## src/hw/rtl/scmp_pkg.sv

```systemverilog
// Shared types, constants and character classes for the command message parser.
// No dependencies; used by the channel interfaces and the top level.
package scmp_pkg;

  localparam int MAX_VALUES = 12;
  localparam int MAX_CHARS  = 32;

  localparam int BYTE_W  = 8;
  localparam int VALUE_W = 16;
  localparam int VIDX_W  = 4;
  localparam int CIDX_W  = 5;
  localparam int VCNT_W  = $clog2(MAX_VALUES + 1);
  localparam int CCNT_W  = $clog2(MAX_CHARS + 1);
  // acc*10 +/- 9 needs four more bits plus one for headroom
  localparam int ACC_W   = VALUE_W + 5;

  localparam logic signed [ACC_W-1:0] ACC_MAX = ACC_W'(32767);
  localparam logic signed [ACC_W-1:0] ACC_MIN = ACC_W'(-32768);

  localparam logic [BYTE_W-1:0] CH_NUL    = 8'h00;
  localparam logic [BYTE_W-1:0] CH_QUOTE  = 8'h22;
  localparam logic [BYTE_W-1:0] CH_MINUS  = 8'h2D;
  localparam logic [BYTE_W-1:0] CH_COMMA  = 8'h2C;
  localparam logic [BYTE_W-1:0] CH_LBRACK = 8'h5B;
  localparam logic [BYTE_W-1:0] CH_RBRACK = 8'h5D;
  localparam logic [BYTE_W-1:0] CH_QMARK  = 8'h3F;
  localparam logic [BYTE_W-1:0] CH_ZERO   = 8'h30;

  typedef enum logic [2:0] {
    PH_OPCODE,
    PH_BRACKET_OR_END,
    PH_VALUE,
    PH_FIRST_DIGIT,
    PH_DIGITS,
    PH_END,
    PH_STRING,
    PH_COMMA_OR_BRACKET
  } phase_t;

  typedef enum logic [2:0] {
    ERR_NONE,
    ERR_OPCODE,
    ERR_UNEXPECTED,
    ERR_TWO_STRINGS,
    ERR_RANGE,
    ERR_TOO_MANY,
    ERR_STRING_LONG,
    ERR_BAD_STRING
  } err_t;

  function automatic logic is_digit(input logic [BYTE_W-1:0] c);
    return (c >= 8'h30) && (c <= 8'h39);
  endfunction

  function automatic logic is_alnum(input logic [BYTE_W-1:0] c);
    return ((c >= 8'h61) && (c <= 8'h7A)) || ((c >= 8'h41) && (c <= 8'h5A)) || is_digit(c);
  endfunction

  // alphanumerics plus - _ space ! ? % ( ) [ ] { } & = + * / . , ; : '
  function automatic logic is_string_char(input logic [BYTE_W-1:0] c);
    logic hit;
    case (c)
      8'h2D, 8'h5F, 8'h20, 8'h21, 8'h3F, 8'h25, 8'h28, 8'h29,
      8'h5B, 8'h5D, 8'h7B, 8'h7D, 8'h26, 8'h3D, 8'h2B, 8'h2A,
      8'h2F, 8'h2E, 8'h2C, 8'h3B, 8'h3A, 8'h27: hit = 1'b1;
      default: hit = is_alnum(c);
    endcase
    return hit;
  endfunction

endpackage

```

## src/hw/rtl/scmp_in_if.sv

```systemverilog
// Byte input channel: valid/ready handshake carrying one received character.
// Depends on scmp_pkg for widths.
interface scmp_in_if;
  logic                        valid;
  logic                        ready;
  logic [scmp_pkg::BYTE_W-1:0] byte_in;

  modport source (output valid, output byte_in, input ready);
  modport sink   (input valid, input byte_in, output ready);
endinterface

```

## src/hw/rtl/scmp_out_if.sv

```systemverilog
// Status output channel: valid/ready handshake carrying one parse result word.
// Depends on scmp_pkg for widths.
interface scmp_out_if;
  logic                                valid;
  logic                                ready;
  logic                                request_done;
  logic [2:0]                          error_code;
  logic [scmp_pkg::BYTE_W-1:0]         opcode;
  logic                                value_valid;
  logic [scmp_pkg::VIDX_W-1:0]         value_index;
  logic signed [scmp_pkg::VALUE_W-1:0] value_out;
  logic                                char_valid;
  logic [scmp_pkg::CIDX_W-1:0]         char_index;
  logic [scmp_pkg::BYTE_W-1:0]         char_out;
  logic [scmp_pkg::VIDX_W-1:0]         value_count;
  logic                                has_text;

  modport source (output valid, output request_done, output error_code, output opcode,
                  output value_valid, output value_index, output value_out,
                  output char_valid, output char_index, output char_out,
                  output value_count, output has_text, input ready);
  modport sink   (input valid, input request_done, input error_code, input opcode,
                  input value_valid, input value_index, input value_out,
                  input char_valid, input char_index, input char_out,
                  input value_count, input has_text, output ready);
endinterface

```

## src/hw/rtl/serial_command_message_parser.sv

```systemverilog
// Command message parser top level: byte-wise state machine and result register.
// Depends on scmp_pkg, scmp_in_if and scmp_out_if.
//
// Takes one character word per cycle while in_byte.ready is high, and returns
// exactly one registered status word per character. Messages have the form
// OPCODE [ '[' item {',' item} ']' ] NUL, where the opcode is a letter, digit or
// '?', and an item is a signed decimal (-32768..32767) or one quoted string.
// A value is reported on the comma or closing bracket that ends it; each string
// character is reported as it arrives. Any error (error_code non-zero) drops the
// parser back to waiting for an opcode. Throughput is one word per clock: the
// whole state update is a single level of decode feeding the state registers,
// and the result register frees as it is read, so in_byte.ready only falls when
// a result is held and out_status.ready is low. No reset sweep; in_byte.ready is
// held low while rst_n is low, and a word can be taken as soon as rst_n rises.
module serial_command_message_parser (
  input logic        clk,
  input logic        rst_n,
  scmp_in_if.sink    in_byte,
  scmp_out_if.source out_status
);
  import scmp_pkg::*;

  // parser state
  phase_t                    phase_r, phase_nxt;
  logic [BYTE_W-1:0]         opcode_r, opcode_nxt;
  logic signed [VALUE_W-1:0] acc_r, acc_nxt;
  logic                      neg_r, neg_nxt;
  logic [VCNT_W-1:0]         vcnt_r, vcnt_nxt;
  logic [CCNT_W-1:0]         ccnt_r, ccnt_nxt;
  logic                      seen_r, seen_nxt;

  // result register
  logic                      out_valid_r;
  logic                      done_r;
  err_t                      err_r;
  logic [BYTE_W-1:0]         opc_out_r;
  logic                      vvalid_r;
  logic [VIDX_W-1:0]         vindex_r;
  logic signed [VALUE_W-1:0] vout_r;
  logic                      cvalid_r;
  logic [CIDX_W-1:0]         cindex_r;
  logic [BYTE_W-1:0]         cout_r;
  logic [VIDX_W-1:0]         vcount_out_r;
  logic                      text_r;

  // per-byte decode
  logic [BYTE_W-1:0]         c;
  logic                      accept;
  err_t                      err_c;
  logic                      done_c;
  logic                      vvalid_c;
  logic [VIDX_W-1:0]         vindex_c;
  logic signed [VALUE_W-1:0] vout_c;
  logic                      cvalid_c;
  logic [CIDX_W-1:0]         cindex_c;
  logic [BYTE_W-1:0]         cout_c;
  logic [3:0]                digit;
  logic signed [ACC_W-1:0]   acc_ext, digit_ext, acc_x10, acc_next;
  logic                      range_bad;
  logic                      is_sep;
  logic                      opcode_ok;
  logic                      vroom, croom;

  assign c      = in_byte.byte_in;
  assign accept = in_byte.valid && in_byte.ready;
  assign in_byte.ready = rst_n && (!out_valid_r || out_status.ready);

  // digit accumulate: acc*10 +/- d, checked against the 16-bit range
  assign digit     = 4'(c - CH_ZERO);
  assign acc_ext   = ACC_W'(acc_r);
  assign digit_ext = ACC_W'(digit);
  assign acc_x10   = (acc_ext <<< 3) + (acc_ext <<< 1);
  assign acc_next  = neg_r ? (acc_x10 - digit_ext) : (acc_x10 + digit_ext);
  assign range_bad = (acc_next > ACC_MAX) || (acc_next < ACC_MIN);

  assign is_sep    = (c == CH_COMMA) || (c == CH_RBRACK);
  assign opcode_ok = is_alnum(c) || (c == CH_QMARK);
  assign vroom     = vcnt_r < VCNT_W'(MAX_VALUES);
  assign croom     = ccnt_r < CCNT_W'(MAX_CHARS);

  // next phase and error code
  always_comb begin
    err_c     = ERR_NONE;
    phase_nxt = phase_r;
    case (phase_r)
      PH_BRACKET_OR_END: begin
        if (c == CH_LBRACK) phase_nxt = PH_VALUE;
        else if (c == CH_NUL) phase_nxt = PH_OPCODE;
        else err_c = ERR_UNEXPECTED;
      end
      PH_END: begin
        if (c == CH_NUL) phase_nxt = PH_OPCODE;
        else err_c = ERR_UNEXPECTED;
      end
      PH_VALUE: begin
        if (c == CH_MINUS) phase_nxt = PH_FIRST_DIGIT;
        else if (is_digit(c)) phase_nxt = PH_DIGITS;
        else if (c == CH_QUOTE) begin
          if (seen_r) err_c = ERR_TWO_STRINGS;
          else phase_nxt = PH_STRING;
        end else err_c = ERR_UNEXPECTED;
      end
      PH_FIRST_DIGIT, PH_DIGITS: begin
        if (is_digit(c)) begin
          if (range_bad) err_c = ERR_RANGE;
          else phase_nxt = PH_DIGITS;
        end else if ((phase_r == PH_DIGITS) && is_sep) begin
          if (vroom) phase_nxt = (c == CH_COMMA) ? PH_VALUE : PH_END;
          else err_c = ERR_TOO_MANY;
        end else err_c = ERR_UNEXPECTED;
      end
      PH_STRING: begin
        if (c == CH_QUOTE) phase_nxt = PH_COMMA_OR_BRACKET;
        else if ((c == CH_NUL) || !is_string_char(c)) err_c = ERR_BAD_STRING;
        else if (!croom) err_c = ERR_STRING_LONG;
      end
      PH_COMMA_OR_BRACKET: begin
        if (c == CH_COMMA) phase_nxt = PH_VALUE;
        else if (c == CH_RBRACK) phase_nxt = PH_END;
        else err_c = ERR_UNEXPECTED;
      end
      default: begin
        if (opcode_ok) phase_nxt = PH_BRACKET_OR_END;
        else err_c = ERR_OPCODE;
      end
    endcase
    if (err_c != ERR_NONE) phase_nxt = PH_OPCODE;
  end

  // datapath updates and result fields
  always_comb begin
    opcode_nxt = opcode_r;
    acc_nxt    = acc_r;
    neg_nxt    = neg_r;
    vcnt_nxt   = vcnt_r;
    ccnt_nxt   = ccnt_r;
    seen_nxt   = seen_r;
    done_c     = 1'b0;
    vvalid_c   = 1'b0;
    vindex_c   = '0;
    vout_c     = '0;
    cvalid_c   = 1'b0;
    cindex_c   = '0;
    cout_c     = '0;
    case (phase_r)
      PH_BRACKET_OR_END, PH_END: begin
        done_c = (c == CH_NUL);
      end
      PH_VALUE: begin
        if (c == CH_MINUS) begin
          acc_nxt = '0;
          neg_nxt = 1'b1;
        end else if (is_digit(c)) begin
          acc_nxt = VALUE_W'(digit);
          neg_nxt = 1'b0;
        end
      end
      PH_FIRST_DIGIT, PH_DIGITS: begin
        if (is_digit(c)) begin
          if (!range_bad) acc_nxt = VALUE_W'(acc_next);
        end else if ((phase_r == PH_DIGITS) && is_sep && vroom) begin
          vvalid_c = 1'b1;
          vindex_c = VIDX_W'(vcnt_r);
          vout_c   = acc_r;
          vcnt_nxt = VCNT_W'(vcnt_r + 1'b1);
        end
      end
      PH_STRING: begin
        if (c == CH_QUOTE) seen_nxt = 1'b1;
        else if ((c != CH_NUL) && is_string_char(c) && croom) begin
          cvalid_c = 1'b1;
          cindex_c = CIDX_W'(ccnt_r);
          cout_c   = c;
          ccnt_nxt = CCNT_W'(ccnt_r + 1'b1);
        end
      end
      PH_COMMA_OR_BRACKET: begin
        done_c = 1'b0;
      end
      default: begin
        if (opcode_ok) begin
          opcode_nxt = c;
          vcnt_nxt   = '0;
          ccnt_nxt   = '0;
          seen_nxt   = 1'b0;
        end
      end
    endcase
  end

  always_ff @(posedge clk) begin
    if (!rst_n) begin
      phase_r     <= PH_OPCODE;
      opcode_r    <= '0;
      acc_r       <= '0;
      neg_r       <= 1'b0;
      vcnt_r      <= '0;
      ccnt_r      <= '0;
      seen_r      <= 1'b0;
      out_valid_r <= 1'b0;
    end else begin
      if (accept) begin
        phase_r  <= phase_nxt;
        opcode_r <= opcode_nxt;
        acc_r    <= acc_nxt;
        neg_r    <= neg_nxt;
        vcnt_r   <= vcnt_nxt;
        ccnt_r   <= ccnt_nxt;
        seen_r   <= seen_nxt;
        out_valid_r <= 1'b1;
      end else if (out_status.ready) begin
        out_valid_r <= 1'b0;
      end
    end
  end

  // result payload, loaded with each accepted word
  always_ff @(posedge clk) begin
    if (accept) begin
      done_r       <= done_c;
      err_r        <= err_c;
      opc_out_r    <= opcode_nxt;
      vvalid_r     <= vvalid_c;
      vindex_r     <= vindex_c;
      vout_r       <= vout_c;
      cvalid_r     <= cvalid_c;
      cindex_r     <= cindex_c;
      cout_r       <= cout_c;
      vcount_out_r <= VIDX_W'(vcnt_nxt);
      text_r       <= seen_nxt;
    end
  end

  assign out_status.valid        = out_valid_r;
  assign out_status.request_done = done_r;
  assign out_status.error_code   = err_r;
  assign out_status.opcode       = opc_out_r;
  assign out_status.value_valid  = vvalid_r;
  assign out_status.value_index  = vindex_r;
  assign out_status.value_out    = vout_r;
  assign out_status.char_valid   = cvalid_r;
  assign out_status.char_index   = cindex_r;
  assign out_status.char_out     = cout_r;
  assign out_status.value_count  = vcount_out_r;
  assign out_status.has_text     = text_r;

  // checks
  a_vcnt_bound: assert property (@(posedge clk) disable iff (!rst_n)
    vcnt_r <= VCNT_W'(MAX_VALUES))
    else $error("value count beyond limit");

  a_ccnt_bound: assert property (@(posedge clk) disable iff (!rst_n)
    ccnt_r <= CCNT_W'(MAX_CHARS))
    else $error("string length beyond limit");

  a_err_resync: assert property (@(posedge clk) disable iff (!rst_n)
    (accept && (err_c != ERR_NONE)) |=> (phase_r == PH_OPCODE))
    else $error("parser not back at opcode wait after error");

  a_done_clean: assert property (@(posedge clk) disable iff (!rst_n)
    (out_valid_r && done_r) |-> ((err_r == ERR_NONE) && !vvalid_r && !cvalid_r))
    else $error("completed message word carries error or data");

  a_one_item: assert property (@(posedge clk) disable iff (!rst_n)
    out_valid_r |-> !(vvalid_r && cvalid_r))
    else $error("value and character reported in one word");

endmodule
```

## src/flat_wrapper.sv

```systemverilog
// flat-port wrapper written by rule: the top's interface ports become plain ports
module serial_command_message_parser_flat import scmp_pkg::*;
  (clk, rst_n, in_byte_valid, in_byte_byte_in, in_byte_ready, out_status_valid, out_status_request_done, out_status_error_code, out_status_opcode, out_status_value_valid, out_status_value_index, out_status_value_out, out_status_char_valid, out_status_char_index, out_status_char_out, out_status_value_count, out_status_has_text, out_status_ready);
  scmp_in_if in_byte_i ();
  scmp_out_if out_status_i ();
  input logic clk;
  input logic rst_n;
  input wire logic [$bits(in_byte_i.valid)-1:0] in_byte_valid;
  input wire logic [$bits(in_byte_i.byte_in)-1:0] in_byte_byte_in;
  output wire logic [$bits(in_byte_i.ready)-1:0] in_byte_ready;
  output wire logic [$bits(out_status_i.valid)-1:0] out_status_valid;
  output wire logic [$bits(out_status_i.request_done)-1:0] out_status_request_done;
  output wire logic [$bits(out_status_i.error_code)-1:0] out_status_error_code;
  output wire logic [$bits(out_status_i.opcode)-1:0] out_status_opcode;
  output wire logic [$bits(out_status_i.value_valid)-1:0] out_status_value_valid;
  output wire logic [$bits(out_status_i.value_index)-1:0] out_status_value_index;
  output wire logic [$bits(out_status_i.value_out)-1:0] out_status_value_out;
  output wire logic [$bits(out_status_i.char_valid)-1:0] out_status_char_valid;
  output wire logic [$bits(out_status_i.char_index)-1:0] out_status_char_index;
  output wire logic [$bits(out_status_i.char_out)-1:0] out_status_char_out;
  output wire logic [$bits(out_status_i.value_count)-1:0] out_status_value_count;
  output wire logic [$bits(out_status_i.has_text)-1:0] out_status_has_text;
  input wire logic [$bits(out_status_i.ready)-1:0] out_status_ready;
  assign in_byte_i.valid = in_byte_valid;
  assign in_byte_i.byte_in = in_byte_byte_in;
  assign in_byte_ready = in_byte_i.ready;
  assign out_status_valid = out_status_i.valid;
  assign out_status_request_done = out_status_i.request_done;
  assign out_status_error_code = out_status_i.error_code;
  assign out_status_opcode = out_status_i.opcode;
  assign out_status_value_valid = out_status_i.value_valid;
  assign out_status_value_index = out_status_i.value_index;
  assign out_status_value_out = out_status_i.value_out;
  assign out_status_char_valid = out_status_i.char_valid;
  assign out_status_char_index = out_status_i.char_index;
  assign out_status_char_out = out_status_i.char_out;
  assign out_status_value_count = out_status_i.value_count;
  assign out_status_has_text = out_status_i.has_text;
  assign out_status_i.ready = out_status_ready;
  serial_command_message_parser u_core (.clk(clk), .rst_n(rst_n), .in_byte(in_byte_i), .out_status(out_status_i));
endmodule
```

## config.mk

```make
export PLATFORM = sky130hd
export DESIGN_NAME = serial_command_message_parser_flat
export DESIGN_NICKNAME = d
export VERILOG_FILES = /design/src/hw/rtl/scmp_pkg.sv /design/src/hw/rtl/scmp_in_if.sv /design/src/hw/rtl/scmp_out_if.sv /design/src/hw/rtl/serial_command_message_parser.sv /design/src/flat_wrapper.sv
export SDC_FILE = /design/constraint.sdc
export NUM_CORES = 1
export LEC_CHECK = 0
export BUFFER_PORTS_ARGS = -buffer_cell sky130_fd_sc_hd__buf_2
export CAP_MARGIN = 10
export CORE_ASPECT_RATIO = 2
export CORE_MARGIN = 4
export CORE_UTILIZATION = 60
export CTS_BUF_LIST = sky130_fd_sc_hd__clkbuf_8
export CTS_CLUSTER_DIAMETER = 100
export CTS_CLUSTER_SIZE = 14
export DETAILED_ROUTE_END_ITERATION = 10
export PLACE_DENSITY = 0.88
export SLEW_MARGIN = 5
export SYNTH_ARGS = -nofsm -noshare
export SYNTH_HDL_FRONTEND = slang
export SYNTH_SLANG_ARGS = --single-unit
```

## constraint.sdc

```tcl
create_clock -name clk -period 4.4 [get_ports clk]
set_input_delay 0.66 -clock clk [delete_from_list [all_inputs] [get_ports clk]]
set_output_delay 0.66 -clock clk [all_outputs]
set_load 0.02 [all_outputs]
```

# Yosys cells after proc, flatten, opt, wreduce, memory -nomap -nowiden
# Cells that the tools add are included.
[classes] eq_ne=42 mux=62 n_lt_le_gt_ge=10 bitwise_logic=5 n_reduce_logical=40 n_addsub=6
[ops] op="$eq A8 B6 Y1 const B" n=18
[ops] op="$mux W3" n=27
[ops] op="$mux W16" n=4
[ops] op="$eq A8 B7 Y1 const B" n=5
[ops] op="$pmux W3 S6" n=2
[ops] op="$pmux W16 S2" n=1
[ops] op="$reduce_or A22 Y1" n=1
[ops] op="$add A21 B5 Y21" n=1
[ops] op="$gt A21 B16 Y1 const B" n=1
[ops] op="$lt A21 B16 Y1 const B" n=1
[ops] op="$mux W21" n=1
[ops] op="$sub A21 B5 Y21" n=1
[ops] op="$add A19 B17 Y20" n=1
[ops] op="$mux W6" n=3
[ops] op="$ge A8 B7 Y1 const B" n=2
[ops] op="$le A8 B7 Y1 const B" n=2
[ops] op="$mux W8" n=2
[ops] op="$reduce_bool A8 Y1" n=2
[ops] op="$eq A3 B3 Y1 const B" n=4
[ops] op="$mux W1" n=12
[ops] op="$mux W4" n=3
[ops] op="$ne A4 B1 Y1 const B" n=3
[ops] op="$pmux W6 S2" n=1
[ops] op="$reduce_and A5 Y1" n=2
[ops] op="other kinds (32)" n=65
[totals] out_inout_bits=54 inputBits=12 reg_bits=92 word_cells=184

# Logic depth before layout (Yosys ltp)
[depth] depth_word=15 ltp_mapped=16

# Worst setup path after synthesis
# OpenSTA, ideal clock, no wires.
[synth_path] path_type="input port to flip-flop" from="input in_byte_byte_in[1]" to="register u_core.phase_r[0]" stages=14 slack_ps=426 t_arrival_ps=3853 path_buffers=1 path_cell_list="clkbuf_1 > inv_1 > ha_1 > a21o_1 > a31o_2 > nor4_1 > nand4_1 > a2111o_1 > and3_1 > o211ai_1 > and3b_1 > a211o_1 > and4_1 > a2bb2o_1"
[synth_between] elab_chain_cells=15 word_cells_on_any_way=86 classes_between="add/sub: 3; order compare: 8; eq/ne: 30; mux: 29; reduce/logical: 16"
[synth_rtl] item="from (decl)" line_no="flat_wrapper.sv:9" rtl="input wire logic [$bits(in_byte_i.byte_in)-1:0] in_byte_byte_in;"
[synth_rtl] item="parallel branches: the longest is 15 deep, another holds $add A21 B5 Y21"
[synth_rtl] item="to (signal assigned)" line_no="serial_command_message_parser.sv:203" rtl="phase_r <= phase_nxt;"
[synth_rtl] item="to (decl)" line_no="serial_command_message_parser.sv:24" rtl="phase_t phase_r, phase_nxt;"
# Several ways; the timed one is not identified. The select of a mux whose other input is x is not followed.
# A chain may end at the register's enable or synchronous reset.

# Worst setup path after layout
[layout_path] from="register u_core.acc_r[3]" to="register u_core.phase_r[0]"
[layout_between] elab_chain_cells=11 word_cells_on_any_way=21 classes_between="add/sub: 3; order compare: 2; eq/ne: 7; mux: 5; reduce/logical: 4"
[layout_rtl] item="from (decl)" line_no="serial_command_message_parser.sv:26" rtl="logic signed [VALUE_W-1:0] acc_r, acc_nxt;"
[layout_rtl] item="from (signal assigned)" line_no="serial_command_message_parser.sv:205" rtl="acc_r <= acc_nxt;"
[layout_rtl] item="$add A19 B17 Y20 (*)" line_no="serial_command_message_parser.sv:72" rtl="assign acc_x10 = (acc_ext <<< 3) + (acc_ext <<< 1);"
[layout_rtl] item="$add A21 B5 Y21 or $sub A21 B5 Y21 (tied branches)" line_no="serial_command_message_parser.sv:73" rtl="assign acc_next = neg_r ? (acc_x10 - digit_ext) : (acc_x10 + digit_ext);"
[layout_rtl] item="$mux W21 (*)" line_no="serial_command_message_parser.sv:73"
[layout_rtl] item="$gt A21 B16 Y1 or $lt A21 B16 Y1 (tied branches)" line_no="serial_command_message_parser.sv:74" rtl="assign range_bad = (acc_next > ACC_MAX) || (acc_next < ACC_MIN);"
[layout_rtl] item="$logic_or A1 B1 Y1 (*)" line_no="serial_command_message_parser.sv:74"
[layout_rtl] item="$mux W3" line_no="serial_command_message_parser.sv:105" rtl="if (range_bad) err_c = ERR_RANGE;"
[layout_rtl] item="$mux W3" line_no="serial_command_message_parser.sv:104" rtl="if (is_digit(c)) begin"
[layout_rtl] item="$pmux W3 S6" line_no="serial_command_message_parser.sv:85" rtl="case (phase_r)"
[layout_rtl] item="$reduce_bool A3 Y1" line_no="serial_command_message_parser.sv:127" rtl="if (err_c != ERR_NONE) phase_nxt = PH_OPCODE;"
[layout_rtl] item="$ne A5 B5 Y1 (no source line), or another cell as far along"
[layout_rtl] item="$reduce_and A9 Y1 (no source line)"
# Mark *: on every way between the ends. The rest lies on a longest branch, timed or not.

==> impl_metrics.env <==
export IMPL_status="finished clean"
export IMPL_min_path_type="reg2reg"
export IMPL_ir_drop_uv=139
export IMPL_die_w_um=78.1
export IMPL_hold_violations=0
export IMPL_whs_ps=447
export IMPL_route_met3_wl_um=658
export IMPL_post_route_min_period_ps=4200
export IMPL_critical_path_cell_count=14
export IMPL_setup_viol=0
export IMPL_rows=51
export IMPL_p_seq_frac=0.577
export IMPL_syn_num_nets=703
export IMPL_grt_total_usage=0.292
export IMPL_rr_worst_depth=14
export IMPL_routed_wl_um=16500
export IMPL_ios=66
export IMPL_grt_overflow=0
export IMPL_synth_edff_count=52
export IMPL_vias=5579
export IMPL_r2r_end="u_core.phase_r[0]$_SDFFE_PN0P_"
export IMPL_r2r_slack_ps=200
export IMPL_ys_flop_type="edfxtp_1"
export IMPL_stdcell_count=876
export IMPL_drv_slew=0
export IMPL_num_antenna_cells=0
export IMPL_yosys_area_share_adder=0.0674
export IMPL_worstPathRequired_ps=4660
export IMPL_worst_slew_pin_slew_ps=829
export IMPL_postRouteAntennaNets=0
export IMPL_drtIter0Drc=370
export IMPL_synth_compound_area_frac=0.189
export IMPL_cp_startpoint="u_core.acc_r[3]$_SDFFE_PN0P_"
export IMPL_wl_met2_um=9000
export IMPL_synth_xor_area_share=0.0371
export IMPL_drc_errors=0
export IMPL_synth_avg_cell_area_um2=8.93
export IMPL_drv_cap=0
export IMPL_fin_nets=781
export IMPL_wl_met1_um=5510
export IMPL_pwr_share_clk=0.328
export IMPL_synth_simple_area_share=0.253
export IMPL_period_share=0.954
export IMPL_timing_rr_start="u_core.acc_r[3]$_SDFFE_PN0P_"
export IMPL_wl_per_cell_um=18.8
export IMPL_start_util=0.609
export IMPL_relSlewSlack=0.433
export IMPL_clk_pin_slew_ps=90
export IMPL_fmaxAchievable_mhz=238
export IMPL_finClkSkew_ps=8.29
export IMPL_clock_sinks=92
export IMPL_worstSetupEndpointType="flop"
export IMPL_critPathTopFamily="simple AND/OR/NAND/NOR gates"
export IMPL_worstPathArrival_ps=4460
export IMPL_synth_top_family_by_area="simple AND/OR/NAND/NOR gates"
export IMPL_top_layer="met4"
export IMPL_combPwrFrac=0.095
export IMPL_cts_buffers=9
export IMPL_cp_endpoint="u_core.phase_r[0]$_SDFFE_PN0P_"
export IMPL_grt_pass1_wl_um=26600
export IMPL_placed_cells=859
export IMPL_hold_buffers=0
export IMPL_synthDistinctLibCells=74
export IMPL_synth_seq_area_share=0.400
export IMPL_cpMaxStageDelayCell="or4_1"
export IMPL_insertion_delay_ps=370
export IMPL_power_density_mw_per_mm2=240
export IMPL_fp_dieH_um=148
export IMPL_timing_critical_path_mode_cell="or4_1"
export IMPL_path_cells="ha_1 > a211oi_4 > nor3b_1 > nor4_2 > buf_4 > nand3_1 > or4_1 > or4_1 > and3_1 > o211ai_1 > and3b_1 > a211o_1 > and4_1 > a2bb2o_1"
export IMPL_vias_per_cell=6.37
export IMPL_fin_area_mm2=0.00673
export IMPL_synth_mux_area_frac=0.0176
export IMPL_syn_inst=661
export IMPL_root_buffer="clkbuf_8"
export IMPL_dpl_cell_area_mm2=0.00650
export IMPL_rsz0062_at_grt="false"
export IMPL_drive_above_1_share=0.179
export IMPL_cp_start_kind="flop"
export IMPL_grt_max_degree=65
export IMPL_switchingPower_w=0.000432
export IMPL_tritoncts="yes"
export IMPL_yosysWarnings=0
export IMPL_finalWeightedCongestion=1.07
export IMPL_dp_hpwl_um=12700
export IMPL_leakagePower_nw=2.92
export IMPL_utilization=0.694
export IMPL_cts_max_path_buffers=2
export IMPL_multiInputGateArea_mm2=0.00336
export IMPL_antenna_found_initial=0
export IMPL_cpPeakStageDelay_ps=540
export IMPL_setup_tns_final_ps=0
export IMPL_crit_type="reg2reg"
export IMPL_cp_num_buf_inv=1
export IMPL_io_buffer_count=65
export IMPL_area_growth_pct=14.1
export IMPL_p_int_w=0.00119
export IMPL_regArea_mm2=0.00236
export IMPL_ys_ff_latch=92
export IMPL_cts_htree_levels=3
export IMPL_die_area_mm2=0.0116
export IMPL_grt_pass1_vias=5623
export IMPL_dr_pass1_iters=5
export IMPL_p_sw_frac=0.267
export IMPL_cp_max_fo=5
export IMPL_fill_cells=776
export IMPL_core_mm2=0.00970
export IMPL_syn_area_mm2=0.00590
export IMPL_async_reset_ff_frac=0
## placed cells by master, fill, tap and decap left out, types with 7 or more instances in the layout
| cell type | n |
|---|---|
| ha_1 | 26 |
| nor3_1 | 18 |
| nand3_1 | 45 |
| nand4_1 | 9 |
| o21ai_0 | 31 |
| a21oi_1 | 27 |
| nor2_1 | 36 |
| and3_1 | 42 |
| dfxtp_1 | 39 |
| o21ai_1 | 15 |
| clkbuf_8 | 9 |
| buf_2 | 65 |
| mux2i_1 | 7 |
| and2_1 | 11 |
| o211ai_1 | 10 |
| a21o_1 | 9 |
| inv_1 | 22 |
| buf_4 | 27 |
| nand2_1 | 86 |
| edfxtp_1 | 52 |
| xnor2_1 | 14 |
| xor2_1 | 11 |
## worst register-to-register path, stage by stage, from the launching register on
cell and delay, ps:
dfxtp_1 450, ha_1 320, a211oi_4 280, nor3b_1 130, nor4_2 270, buf_4 160
nand3_1 110, or4_1 540, or4_1 430, and3_1 210, o211ai_1 190, and3b_1 200
a211o_1 280, and4_1 240, a2bb2o_1 260
## final cells by class
| type | instances | area share |
|---|---|---|
| timing repair buffer | 95 | 0.0853 |
| clock inverter | 7 | 0.00911 |
| tap | 132 | 0.0245 |
| inverter | 23 | 0.0128 |
| clock buffer | 9 | 0.0184 |
| multi-input combinational | 518 | 0.499 |
| sequential | 92 | 0.351 |
## power groups by stage
stage          clock network, W  registers (W)   logic, W
2_1_floorplan                 0       0.000981  0.0000697
3_3_place_gp                  0       0.000954   0.000147
3_5_place_dp                  0       0.000955   0.000151
4_1_cts                0.000532       0.000935   0.000152
5_1_grt                0.000580       0.000937   0.000166
6_report               0.000531       0.000935   0.000153
## synth_stat cells, types with 3 or more instances
| master | count | area share |
|---|---|---|
| nand2_1 | 86 | 0.055 |
| or2_2 | 3 | 0.0032 |
| a22oi_1 | 4 | 0.0051 |
| nand2b_1 | 5 | 0.0053 |
| nor2b_1 | 6 | 0.0064 |
| o21a_1 | 5 | 0.0064 |
| clkbuf_1 | 23 | 0.015 |
| a21o_1 | 9 | 0.011 |
| o21ai_1 | 14 | 0.012 |
| and2_1 | 11 | 0.012 |
| xor2_1 | 11 | 0.016 |
| a31oi_1 | 4 | 0.0042 |
| o22ai_1 | 3 | 0.0032 |
| nor2_1 | 36 | 0.023 |
| o21ai_0 | 32 | 0.027 |
| or3_1 | 4 | 0.0042 |
| buf_4 | 3 | 0.0038 |
| ha_1 | 27 | 0.057 |
| o211ai_1 | 10 | 0.013 |
| mux2_2 | 3 | 0.0057 |
| dfxtp_1 | 40 | 0.14 |
| inv_1 | 23 | 0.015 |
| and3_1 | 42 | 0.045 |
| o31ai_1 | 3 | 0.0038 |
| o211a_1 | 6 | 0.010 |
| or4_1 | 4 | 0.0051 |
| fa_1 | 3 | 0.010 |
| o21bai_1 | 3 | 0.0038 |
| mux2i_1 | 7 | 0.012 |
| nand3_1 | 45 | 0.038 |
| nand4_1 | 9 | 0.0095 |
| a21oi_1 | 28 | 0.024 |
| nor3_1 | 18 | 0.015 |
| nor3b_1 | 3 | 0.0038 |
| xnor2_1 | 14 | 0.021 |
| nand3b_1 | 5 | 0.0064 |
| a21boi_0 | 4 | 0.0051 |
| nor4_1 | 3 | 0.0032 |
| edfxtp_1 | 52 | 0.26 |
## kinds of logic (layout without fill, tap and decap cells)
kind of cell | after synthesis | count (layout)
flops | 92 | 92
xor+xnor | 25 | 25
other cells | 1 | 1
compound gates | 160 | 160
simple gates | 292 | 292
mux | 10 | 10
fa+ha+maj | 30 | 30
buf+inv | 51 | 134
## sequential cells by signal, indices dropped and copies added (netlist names), 3 cells and up
signal and count:
u_core.out_status.opcode 8, u_core.phase_r 3, u_core.opcode_r 8, u_core.out_status.error_code 3
u_core.vcnt_r 4, u_core.out_status.char_index 5, u_core.out_status.value_index 4, u_core.acc_r 16
u_core.ccnt_r 6, u_core.out_status.char_out 8, u_core.out_status.value_out 16, u_core.out_status.value_count 4
## stage by stage
stage	setup WS, ps	power (W)
after floorplan	426	0.00105
after global placement	192	0.00110
after detailed placement	29.1	0.00111
after CTS	14.6	0.00162
after global routing	26.1	0.00168
final	204	0.00162
## worst min-delay path by stage
stage	slack [ps]	cells past startpoint	endpoint	from
6_report	450	1	u_core.opcode_r[7]$_SDFFE_PN0P_	u_core.opcode_r[7]$_SDFFE_PN0P_
5_1_grt	460	1	u_core.opcode_r[7]$_SDFFE_PN0P_	u_core.opcode_r[7]$_SDFFE_PN0P_
4_1_cts	450	1	u_core.opcode_r[7]$_SDFFE_PN0P_	u_core.opcode_r[7]$_SDFFE_PN0P_
3_5_place_dp	430	1	u_core.opcode_r[7]$_SDFFE_PN0P_	u_core.opcode_r[7]$_SDFFE_PN0P_
3_3_place_gp	430	1	u_core.opcode_r[7]$_SDFFE_PN0P_	u_core.opcode_r[7]$_SDFFE_PN0P_
2_1_floorplan	420	1	u_core.opcode_r[7]$_SDFFE_PN0P_	u_core.opcode_r[7]$_SDFFE_PN0P_
## layer usage
layer,global-route usage,vias up
li1,-,2611
met1,0.274,2637
met2,0.547,252
met3,0.0352,79
met4,0.239,0
met5,0,-
## repair_timing
item | 4_1_cts | 5_1_grt
endpoints found under the setup margin | 0 | 19
resized for setup | 0 | 11
buffers inserted | 0 | 1
(Power assumes the default switching activity.)
